===== src/rtl/core/ovc_pkg.sv =====
// ----------------------------------------------------------------------------
// ovc_pkg
// shared types and constants of the offset-value code stream
// ----------------------------------------------------------------------------
package ovc_pkg;

    localparam int DOMAIN_W = 16;
    localparam int ARITY_W  = 5;
    localparam int OFFSET_W = 5;
    localparam int CODE_W   = 16;
    localparam int SCALE_W  = 14;

    // result queue depth, also the limit on results in flight
    localparam int RES_DEPTH = 4;
    localparam int RES_PTR_W = 2;
    localparam int RES_CNT_W = 3;

    // configuration register indexes
    typedef enum logic [1:0] {
        REG_DOMAIN = 2'd0,
        REG_ARITY  = 2'd1,
        REG_ASCEND = 2'd2
    } reg_index_t;

    // live configuration, arity already clamped to the usable range
    typedef struct packed {
        logic [DOMAIN_W-1:0] domain;
        logic [ARITY_W-1:0]  arity;
        logic                ascending;
        logic [SCALE_W-1:0]  scale;
    } cfg_t;

    // offset and value of a finished row, before encoding
    typedef struct packed {
        logic [OFFSET_W-1:0] offset;
        logic [CODE_W-1:0]   value;
    } pend_t;

    typedef struct packed {
        logic [CODE_W-1:0]   value;
        logic [OFFSET_W-1:0] offset;
        logic [CODE_W-1:0]   code;
    } result_t;

endpackage


===== src/rtl/core/ovc_track.sv =====
// ----------------------------------------------------------------------------
// ovc_track
// column counter, previous-row memory and first-difference tracking
// ----------------------------------------------------------------------------
module ovc_track #(
    parameter int MAX_COLUMNS = 16,
    parameter int VALUE_BITS  = 16
) (
    input  logic                  aclk,
    input  logic                  aresetn,
    input  ovc_pkg::cfg_t         cfg,
    input  logic                  in_accept,
    input  logic [VALUE_BITS-1:0] in_value,
    output logic                  row_end,
    output logic                  pend_valid,
    output ovc_pkg::pend_t        pend
);
    import ovc_pkg::*;

    localparam int IDX_W = (MAX_COLUMNS > 1) ? $clog2(MAX_COLUMNS) : 1;
    localparam int WIDE  = (VALUE_BITS > CODE_W) ? VALUE_BITS : CODE_W;

    logic [VALUE_BITS-1:0] mem [MAX_COLUMNS];
    logic [MAX_COLUMNS-1:0] written_reg;

    logic [IDX_W-1:0]      col_reg, col_next;
    logic                  s1_valid_reg;
    logic                  s1_last_reg;
    logic [IDX_W-1:0]      s1_idx_reg;
    logic [VALUE_BITS-1:0] s1_value_reg;
    logic [VALUE_BITS-1:0] rd_data_reg;
    logic                  rd_valid_reg;

    logic                  seen_reg;
    logic [OFFSET_W-1:0]   fcol_reg;
    logic [VALUE_BITS-1:0] fval_reg;
    logic                  pend_valid_reg;
    pend_t                 pend_reg, pend_next;

    logic                  fwd;
    logic [VALUE_BITS-1:0] prev;
    logic                  hit;
    logic                  row_seen;
    logic [OFFSET_W-1:0]   row_col;
    logic [VALUE_BITS-1:0] row_val;
    logic [OFFSET_W-1:0]   off_sel;
    logic [WIDE-1:0]       val_src, sub_w, msk_w;

    // stage 0: column position and memory read
    assign row_end  = (7'(col_reg) + 7'd1) >= 7'(cfg.arity);
    assign col_next = row_end ? '0 : IDX_W'(col_reg + 1'b1);
    assign fwd      = s1_valid_reg && (s1_idx_reg == col_reg);

    always_ff @(posedge aclk) begin
        if (!aresetn) begin
            col_reg      <= '0;
            s1_valid_reg <= 1'b0;
            written_reg  <= '0;
        end else begin
            s1_valid_reg <= in_accept;
            if (in_accept) begin
                col_reg <= col_next;
            end
            if (s1_valid_reg) begin
                written_reg[s1_idx_reg] <= 1'b1;
            end
        end
    end

    always_ff @(posedge aclk) begin
        if (s1_valid_reg) begin
            mem[s1_idx_reg] <= s1_value_reg;
        end
        // the column written this cycle is forwarded to a read of the same entry
        rd_data_reg  <= fwd ? s1_value_reg : mem[col_reg];
        rd_valid_reg <= fwd | written_reg[col_reg];
        if (in_accept) begin
            s1_idx_reg   <= col_reg;
            s1_value_reg <= in_value;
            s1_last_reg  <= row_end;
        end
    end

    // stage 1: compare and track
    always_comb begin
        prev     = rd_valid_reg ? rd_data_reg : '0;
        hit      = !seen_reg && (prev != s1_value_reg);
        row_seen = seen_reg | hit;
        row_col  = seen_reg ? fcol_reg : OFFSET_W'(s1_idx_reg);
        row_val  = seen_reg ? fval_reg : s1_value_reg;
        off_sel  = row_seen ? row_col : cfg.arity;
        val_src  = row_seen ? WIDE'(row_val) : WIDE'(cfg.domain);
        sub_w    = WIDE'(cfg.domain) - val_src;
        msk_w    = sub_w;
        for (int i = VALUE_BITS; i < WIDE; i++) begin
            msk_w[i] = 1'b0;
        end
        if (cfg.ascending) begin
            pend_next.offset = OFFSET_W'(cfg.arity - off_sel);
            pend_next.value  = CODE_W'(val_src);
        end else begin
            pend_next.offset = off_sel;
            pend_next.value  = CODE_W'(msk_w);
        end
    end

    always_ff @(posedge aclk) begin
        if (!aresetn) begin
            seen_reg       <= 1'b0;
            fcol_reg       <= '0;
            fval_reg       <= '0;
            pend_valid_reg <= 1'b0;
        end else begin
            pend_valid_reg <= s1_valid_reg && s1_last_reg;
            if (s1_valid_reg) begin
                if (s1_last_reg) begin
                    seen_reg <= 1'b0;
                    fcol_reg <= '0;
                    fval_reg <= '0;
                end else begin
                    seen_reg <= row_seen;
                    fcol_reg <= row_col;
                    fval_reg <= row_val;
                end
            end
        end
    end

    always_ff @(posedge aclk) begin
        if (s1_valid_reg && s1_last_reg) begin
            pend_reg <= pend_next;
        end
    end

    assign pend_valid = pend_valid_reg;
    assign pend       = pend_reg;

endmodule


===== src/rtl/core/ovc_encode.sv =====
// ----------------------------------------------------------------------------
// ovc_encode
// forms the code word: offset times decade scale plus value
// ----------------------------------------------------------------------------
module ovc_encode (
    input  ovc_pkg::pend_t                 pend,
    input  logic [ovc_pkg::SCALE_W-1:0]    scale,
    output ovc_pkg::result_t               result
);
    import ovc_pkg::*;

    logic [19:0] sum;

    always_comb begin
        sum           = 20'(pend.offset) * 20'(scale) + 20'(pend.value);
        result.code   = sum[CODE_W-1:0];
        result.offset = pend.offset;
        result.value  = pend.value;
    end

endmodule


===== src/rtl/core/ovc_result_fifo.sv =====
// ----------------------------------------------------------------------------
// ovc_result_fifo
// small register queue between the encoder and the result channel
// ----------------------------------------------------------------------------
module ovc_result_fifo (
    input  logic              aclk,
    input  logic              aresetn,
    input  logic              push,
    input  ovc_pkg::result_t  push_data,
    input  logic              pop,
    output logic              head_valid,
    output ovc_pkg::result_t  head_data
);
    import ovc_pkg::*;

    result_t               entry_reg [RES_DEPTH];
    logic [RES_PTR_W-1:0]  wr_ptr_reg, rd_ptr_reg;
    logic [RES_CNT_W-1:0]  count_reg;

    always_ff @(posedge aclk) begin
        if (!aresetn) begin
            wr_ptr_reg <= '0;
            rd_ptr_reg <= '0;
            count_reg  <= '0;
        end else begin
            if (push) begin
                wr_ptr_reg <= RES_PTR_W'(wr_ptr_reg + 1'b1);
            end
            if (pop) begin
                rd_ptr_reg <= RES_PTR_W'(rd_ptr_reg + 1'b1);
            end
            count_reg <= RES_CNT_W'(count_reg + RES_CNT_W'(push) - RES_CNT_W'(pop));
        end
    end

    always_ff @(posedge aclk) begin
        if (push) begin
            entry_reg[wr_ptr_reg] <= push_data;
        end
    end

    assign head_valid = (count_reg != '0);
    assign head_data  = entry_reg[rd_ptr_reg];

endmodule


===== src/rtl/core/offset_value_code_stream.sv =====
// a row's code word reaches m_axis through the stage-1 registers (memory read), the pending
// result register (compare and select) and the result queue (encode on the way in)
// throughput: one column word per cycle; the last column of a row waits only while four
// results are outstanding in the pipeline and result queue
// reset: config returns to its defaults and the previous row reads as zeros at once
// through per-column written bits, with no clearing pass
// ----------------------------------------------------------------------------
// offset_value_code_stream
// turns a stream of sorted rows, one column per word, into offset-value codes
// against the previous row held in a small column memory
// ----------------------------------------------------------------------------
module offset_value_code_stream #(
    parameter int MAX_COLUMNS = 16,
    parameter int VALUE_BITS  = 16
) (
    input  logic        aclk,
    input  logic        aresetn,

    // config write port
    input  logic        cfg_wr_en,
    input  logic [1:0]  cfg_wr_index,
    input  logic [15:0] cfg_wr_data,

    // column stream
    input  logic        s_axis_tvalid,
    output logic        s_axis_tready,
    // column_value
    input  logic [((VALUE_BITS+7)/8)*8-1:0] s_axis_tdata,

    // code stream
    output logic        m_axis_tvalid,
    input  logic        m_axis_tready,
    // code_word, code_offset, code_value, zero pad
    output logic [39:0] m_axis_tdata
);
    import ovc_pkg::*;

    // arity clamp: the register field tops out at 31
    localparam int ARITY_CAP = (MAX_COLUMNS > 31) ? 31 : MAX_COLUMNS;

    // largest power of ten not above the domain, one for a zero domain
    function automatic logic [SCALE_W-1:0] decade_scale(input logic [DOMAIN_W-1:0] d);
        logic [SCALE_W-1:0] p;
        if (d >= 16'd10000) p = 14'd10000;
        else if (d >= 16'd1000) p = 14'd1000;
        else if (d >= 16'd100) p = 14'd100;
        else if (d >= 16'd10) p = 14'd10;
        else p = 14'd1;
        return p;
    endfunction

    // configuration registers
    logic [DOMAIN_W-1:0] domain_reg;
    logic [ARITY_W-1:0]  arity_reg;
    logic                ascend_reg;
    logic [SCALE_W-1:0]  scale_reg;
    logic [ARITY_W-1:0]  arity_eff;
    cfg_t                cfg;

    // handshake and result credit
    logic                 s_accept, m_accept, row_end, row_accept;
    logic [RES_CNT_W-1:0] credit_reg, credit_next;

    pend_t                pend;
    logic                 pend_valid;
    result_t              enc_result, head;

    always_ff @(posedge aclk) begin
        if (!aresetn) begin
            domain_reg <= 16'd100;
            arity_reg  <= 5'd4;
            ascend_reg <= 1'b1;
            scale_reg  <= 14'd100;
        end else if (cfg_wr_en) begin
            unique case (cfg_wr_index)
                REG_DOMAIN: begin
                    domain_reg <= cfg_wr_data;
                    scale_reg  <= decade_scale(cfg_wr_data);
                end
                REG_ARITY:  arity_reg  <= cfg_wr_data[ARITY_W-1:0];
                REG_ASCEND: ascend_reg <= cfg_wr_data[0];
                default: ;  // unused index, ignored
            endcase
        end
    end

    // zero arity acts as one, too large acts as the column capacity
    always_comb begin
        if (arity_reg == '0) arity_eff = 5'd1;
        else if (arity_reg > ARITY_W'(ARITY_CAP)) arity_eff = ARITY_W'(ARITY_CAP);
        else arity_eff = arity_reg;
        cfg.domain    = domain_reg;
        cfg.arity     = arity_eff;
        cfg.ascending = ascend_reg;
        cfg.scale     = scale_reg;
    end

    // a row-ending word needs a free slot; other columns always go through
    assign s_axis_tready = !row_end || (credit_reg < RES_CNT_W'(RES_DEPTH));
    assign s_accept      = s_axis_tvalid && s_axis_tready;
    assign row_accept    = s_accept && row_end;
    assign m_accept      = m_axis_tvalid && m_axis_tready;
    assign credit_next   = RES_CNT_W'(credit_reg + RES_CNT_W'(row_accept)
                                      - RES_CNT_W'(m_accept));

    always_ff @(posedge aclk) begin
        if (!aresetn) begin
            credit_reg <= '0;
        end else begin
            credit_reg <= credit_next;
        end
    end

    // column counter, previous row memory, difference tracking
    ovc_track #(
        .MAX_COLUMNS (MAX_COLUMNS),
        .VALUE_BITS  (VALUE_BITS)
    ) u_track (
        .aclk       (aclk),
        .aresetn    (aresetn),
        .cfg        (cfg),
        .in_accept  (s_accept),
        .in_value   (s_axis_tdata[VALUE_BITS-1:0]),
        .row_end    (row_end),
        .pend_valid (pend_valid),
        .pend       (pend)
    );

    // code word math
    ovc_encode u_encode (
        .pend   (pend),
        .scale  (scale_reg),
        .result (enc_result)
    );

    // results wait here for the downstream side
    ovc_result_fifo u_fifo (
        .aclk       (aclk),
        .aresetn    (aresetn),
        .push       (pend_valid),
        .push_data  (enc_result),
        .pop        (m_accept),
        .head_valid (m_axis_tvalid),
        .head_data  (head)
    );

    assign m_axis_tdata = {3'b000, head.value, head.offset, head.code};

    // results in flight never exceed the queue depth
    a_credit_bound: assert property (@(posedge aclk) disable iff (!aresetn)
        credit_reg <= RES_CNT_W'(RES_DEPTH))
        else $error("result credit above queue depth");

    // a shown result is always counted
    a_valid_credit: assert property (@(posedge aclk) disable iff (!aresetn)
        m_axis_tvalid |-> (credit_reg != '0))
        else $error("result shown with no credit");

    // a row end accepted without a result taken raises the count by one
    a_credit_up: assert property (@(posedge aclk) disable iff (!aresetn)
        (row_accept && !m_accept) |=> (credit_reg == RES_CNT_W'($past(credit_reg) + 1'b1)))
        else $error("credit did not follow a row end");

    // input stalls only when the queue budget is spent
    a_stall_full: assert property (@(posedge aclk) disable iff (!aresetn)
        (s_axis_tvalid && !s_axis_tready) |-> (credit_reg == RES_CNT_W'(RES_DEPTH)))
        else $error("input stalled with free result slots");

endmodule


===== config.mk =====
export PLATFORM = sky130hd
export DESIGN_NAME = offset_value_code_stream
export DESIGN_NICKNAME = d
export VERILOG_FILES = /design/src/rtl/core/ovc_pkg.sv /design/src/rtl/core/ovc_track.sv /design/src/rtl/core/ovc_encode.sv /design/src/rtl/core/ovc_result_fifo.sv /design/src/rtl/core/offset_value_code_stream.sv
export SDC_FILE = /design/constraint.sdc
export NUM_CORES = 1
export LEC_CHECK = 0
export ABC_AREA = 1
export BUFFER_PORTS_ARGS = -buffer_cell sky130_fd_sc_hd__buf_2
export CAP_MARGIN = 20
export CELL_PAD_IN_SITES_DETAIL_PLACEMENT = 0
export CELL_PAD_IN_SITES_GLOBAL_PLACEMENT = 1
export CORE_MARGIN = 5
export CORE_UTILIZATION = 35
export CTS_BUF_LIST = sky130_fd_sc_hd__clkbuf_4
export DETAILED_ROUTE_END_ITERATION = 8
export PLACE_DENSITY_LB_ADDON = 0.1
export SLEW_MARGIN = 20
export SYNTH_ARGS = -nofsm -noshare
export SYNTH_HDL_FRONTEND = slang
export SYNTH_HIERARCHICAL = 1
export SYNTH_SLANG_ARGS = --single-unit

===== constraint.sdc =====
create_clock -name aclk -period 4.45 [get_ports aclk]
set_clock_uncertainty 0.15 [all_clocks]
set_input_delay 0.89 -clock aclk [delete_from_list [all_inputs] [get_ports aclk]]
set_output_delay 0.89 -clock aclk [all_outputs]
set_load 0.05 [all_outputs]

# --- Yosys cells after proc, flatten, opt, wreduce, memory -nomap -nowiden ---
# Memory sizes are Yosys's and may differ from the RTL's. A register that Yosys moved wholly into a read port is not among the register bits.
# Index checks and enable logic that the tools add are counted.
totals:
  reg_bits: 133
  mem_bits_rw: 404
  input_bits: 39
  output_inout_bits: 42
  word_cells: 94
  memories: 2
memory_table:
  columns: ["memory", "depth", "width", "read_ports", "rd_ports_with_merged_regs", "wr", "line_no", "text"]
  rows:
  - ["u_track.mem", 16, 16, 1, 1, 1, "ovc_track.sv:23", "logic [VALUE_BITS-1:0] mem [MAX_COLUMNS];"]
  - ["u_fifo.entry_reg", 4, 37, 1, 1, 1, "ovc_result_fifo.sv:16", "result_t entry_reg [RES_DEPTH];"]
op_classes:
  add_sub_neg: 11
  mul: 1
  n_lt_le_gt_ge: 10
  eq_ne: 4
  muxes: 26
  n_bitwise: 3
  n_reduce_logical: 16
op_table:
  columns: ["op", "count"]
  rows:
  - ["$mux W16", 4]
  - ["$mux W5", 5]
  - ["$mux W21", 1]
  - ["$add A16 B16 Y16", 1]
  - ["$ge A16 B10 Y1 const B", 1]
  - ["$ge A16 B14 Y1 const B", 1]
  - ["$ge A16 B4 Y1 const B", 1]
  - ["$ge A16 B7 Y1 const B", 1]
  - ["$mul A5 B14 Y16", 1]
  - ["$ne A16 B16 Y1", 1]
  - ["$or A16 B16 Y16", 1]
  - ["$sub A16 B16 Y16", 1]
  - ["$mux W14", 1]
  - ["$lt A4 B5 Y1 const B", 2]
  - ["$mux W10", 1]
  - ["$mux W4", 2]
  - ["$ge A7 B5 Y1", 1]
  - ["$logic_and A1 B1 Y1", 7]
  - ["$mux W1", 7]
  - ["$mux W7", 1]
  - ["$add A3 B1 Y3", 2]
  - ["$reduce_and A2 Y1", 3]
  - ["$sub A3 B1 Y3", 2]
  - ["$add A4 B1 Y5 const B", 1]
  - ["other kinds (18)", 22]

# --- Depth between registers and ports, before layout ---
depth:
  ltp_word: 10
  depth_mapped: 34
  mapped_depth_nobuf: 30

# --- Modules after synthesis ---
# Netlist, hierarchy kept.
modules_own_cells:
  columns: ["mod", "n_inst", "cells_each", "area_per_inst_um2", "seq_area_each_um2"]
  rows:
  - ["ovc_track", 1, 1663, 15992.8, 9929.5]
  - ["ovc_result_fifo", 1, 485, 6209.7, 4624.4]
  - ["ovc_encode", 1, 414, 2743.9, 0.0]
  - ["offset_value_code_stream", 1, 205, 1467.7, 660.6]

# --- Worst setup path after synthesis ---
# OpenSTA, ideal clock, no wires.
synth_timing:
  kind: "reg-to-reg"
  startpoint: "reg u_track.pend_reg (netlist bit u_track/pend[18])"
  endpoint: "mem u_fifo/entry_reg[0][13] (netlist bit), data pin"
  setup_ns: 0.265
  arrival_ns: 3.409
  required_time_ns: 4.035
  slack_ns: 0.625
  stages_incl_launch_ff: 19
  path_buffers: 2
  synth_period_minus_slack_ns: 3.825
  path_cell_list: "edfxtp_1 > buf_4 > clkbuf_1 > nand2_1 > inv_1 > fa_1 > fa_1 > inv_1 > fa_1 > inv_1 > ha_1 > a21oi_4 > nand2_1 > nand2_1 > nand3_2 > nand2_2 > nand2_1 > nand2_1 > nand2_1"
synth_lines:
  columns: ["item", "line_no", "text"]
  rows:
  - ["start, declared", "ovc_track.sv:38", "pend_t pend_reg, pend_next;"]
  - ["start signal, assigned", "ovc_track.sv:131", "pend_reg <= pend_next;"]
  - ["end, declared", "ovc_result_fifo.sv:16", null]

==> impl_results.md <==
* Status: complete, no violations
* Count of H-tree levels built during CTS at 4
* Detailed router's first-iteration violation count at 1221
* Worst hold start: aresetn
* Most instantiated cells after synthesis: 674 x nand2_1, 446 x edfxtp_1, 414 x inv_1
* Total die area at 81100 um2
* Area fraction of the dominant cell type after synthesis at 50.7%
* Leading post-synthesis cells by cell area: edfxtp_1 51%, nand2_1 9.6%, dfxtp_1 6.9%
* Period Utilization, post-route at 94.8%
* Number of enable-type register cells in the synthesized netlist at 446
* Avg Cell Area, Syn at 9.55 um2
* Area growth from synthesis to layout at 15.1%
* 1st-pass router iterations at 6
* Capture instance of the worst register-to-register path: u_fifo/entry_reg[0][15]
* Reg clk slew, reported paths at 0.06 ns
* PD cells at 446 nW/um2
* CTS buffer count at 148
* FP Rows at 100
* Dominant cell by count in the synthesized netlist: nand2_1
* Depth of the most critical reg-to-reg path at 16
* Routed WL per cell at 18.6 um
* Synth async-reset ratio at 0%
* Critical Path AT at 4.71 ns
* Initial antenna violation count at 5
* Required arrival time at the worst endpoint at 4.94 ns
* Synthesis-stage register bit count at 537
* Weighted congestion at the end of routability-driven global placement at 0.826
* Synthesized cell area at 26400 um2
* Max transition margin at 30.8%
* Die span in x at 285 um
* Worst hold path stage count at 2
* Via count of the first global-routing pass at 18990
* Wire length of the first global-routing pass at 114000 um
* Register-to-register path setup slack at 0.23 ns
* Category of the most critical setup path: reg -> reg
* Leakage at 13.0 nW
* Number of flip-flops under the largest register name at 256
* Root buf cell: clkbuf_4
* Launch point of the critical path: u_track/pend[19]
* Max Root-Sink Buffers at 3
* MaxCap Viol Count at 0
* Count of buffers from port buffering at 77
* Overflow after GRT at 0
* DR vias/cell at 4.77
* Library cell contributing the largest single delay on the critical path: edfxtp_1
* Post-route setup TNS at 0 ns
* Number of placed instances, taps included at 3756
* Synthesized instance count at 2767
* Io pins at 81
* Max-slew violation total from the final report at 0
* Category of the worst setup path capture point: register
* Buffer and inverter count on the worst path at 4
* Share of the core filled with cells in the final layout at 40.7%
* Launching element type of the critical path: register
* FMAX at 0.237 GHz
* Global Route Usage Sum at 18.3%
* End point of the most critical hold path: domain_reg[2]
* Clock period minus worst slack at 4.22 ns
* Startpoint of the lowest-slack register-to-register path: u_track/pend[19]
* DPL Wire Length at 48000 um
* Number of warnings printed during yosys synthesis at 6
* Maximum vdd ir drop at 200 uV
* Number of nets in the layout at 3117
* Hold violation count in the final report at 0
* CTS tree: built
* Number of fill cells in the layout at 7342
* Core Area at 74700 um2
* Non-filler instance count after layout at 4047
* Cell seen most often among critical-path stages: nand2_1
* Maximum number of pins on one net before global-route repair at 70
* Via count at 19287
* Residual DRC at 0
* Number of sinks handled by clock tree synthesis at 537
* Worst stage delay on the critical path at 0.60 ns
* Clock latency on the worst-skew pair at 0.95 ns
* Sequential share of the synthesized area at 57.6%
* Worst slew pin tran at 1.04 ns
* Crit path max fanout at 11
* Cell variety after synth at 48
* Initial cell density of the core at 35.4%
* Category of cells accounting for the largest share of critical-path delay: adder cells
* Post-synth top flop: edfxtp_1
* Vertical die dimension at 285 um
* Min-delay worst type: in -> reg
* List of cells traversed by the critical path: buf_4 -> nand2_1 -> inv_1 -> fa_1 -> inv_1 -> fa_1 -> fa_1 -> inv_1 -> ha_1 -> nand2_1 -> nor2_2 -> nand2_1 -> a21oi_1 -> nor2_1 -> nand3_1 -> nand2_1
* Ratio of cells with drive above 1 in the final layout at 15.3%
* Yosys top cell by area: edfxtp_1
* Number of antenna-violating nets in the routed design at 0
* Total routed wirelength at 75100 um
* Final setup viols at 0
==> how the worst max path moves through the flow <==
| stage | end | slack, ns | depth (start not counted) |
|---|---|---|---|
| 2_1_floorplan | u_fifo/entry_reg[0][13] | 0.63 | 18 |
| 3_3_place_gp | u_track/pend[12] | 0.09 | 24 |
| 3_5_place_dp | u_track/pend[14] | 0.1 | 26 |
| 4_1_cts | s_axis_tready | 0.01 | 9 |
| 5_1_grt | s_axis_tready | -0.02 | 11 |
| 6_report | u_fifo/entry_reg[0][15] | 0.23 | 16 |
==> stage by stage <==
stage / worst slack (ns) / area [um2] / hold slack [ns] / power, mW
final: 0.233 / 30400 / 0.191 / 13.6
after global routing: -0.0155 / 30400 / 0.101 / 14.5
after floorplan: 0.625 / 26500 / 0.195 / 8.24
after detailed placement: 0.0982 / 28000 / 0.296 / 9.19
after CTS: 0.0111 / 30200 / 0.0236 / 13.8
after global placement: 0.0938 / 28000 / 0.290 / 9.16
==> repair_timing <==
item | CTS | global route
buffers inserted | 0 | 8
gates resized for setup | 1 | 20
hold endpoints to repair | 38 | 0
pin swaps | 0 | 2
endpoints found under the setup margin | 1 | 43
gates cloned | 0 | 2
hold buffers | 35 | 0
==> power by group <==
| group | internal, mW | switching [mW] | leakage, nW |
|---|---|---|---|
| combinational | 0.958 | 2.23 | 7.12 |
| sequential | 5.73 | 0.193 | 4.78 |
| clock | 2.43 | 2.03 | 1.11 |
==> final cells by class <==
cell class	count	area (um2)	share of cell area, %
multi-input combinational	1684	9000	29.6
clock buffer	215	1610	5.31
timing repair buffer	190	1510	4.98
inverter	421	1600	5.25
antenna	2	5.00	0.0165
sequential	537	15200	50.1
tap	969	1210	3.99
clock inverter	29	239	0.786
==> routing by layer <==
layer  track usage [%]  routed length, um
met1              25.7              36200
met2              29.0              34300
met3              3.46               3350
met4              4.98               1220
met5                 0                  0
==> cells by family (layout without fill, tap and decap cells) <==
logic type	after synthesis	in the layout	share of synthesized area (%)
flops	537	537	57.6
xor+xnor	22	22	0.729
mux	4	4	0.152
compound gates	371	371	7.79
simple gates	1178	1178	18.7
buf+inv	558	855	9.01
other cells	1	15	0.0142
fa+ha+maj	96	96	6.03
==> placed cells by master, fill, tap and decap left out, types with 34 or more instances in the layout <==
master | netlist | final
dlygate4sd3_1 | 0 | 35
nor2_1 | 235 | 214
buf_2 | 39 | 76
o21ai_0 | 154 | 152
clkbuf_4 | 0 | 215
a21oi_1 | 111 | 110
inv_1 | 414 | 414
nand2_1 | 674 | 673
ha_1 | 44 | 44
edfxtp_1 | 446 | 446
o211ai_1 | 50 | 50
o21ai_1 | 32 | 34
fa_1 | 52 | 52
buf_4 | 36 | 65
dfxtp_1 | 91 | 86
nand3_1 | 196 | 196
Note: power is estimated with default switching activity, not from simulation.
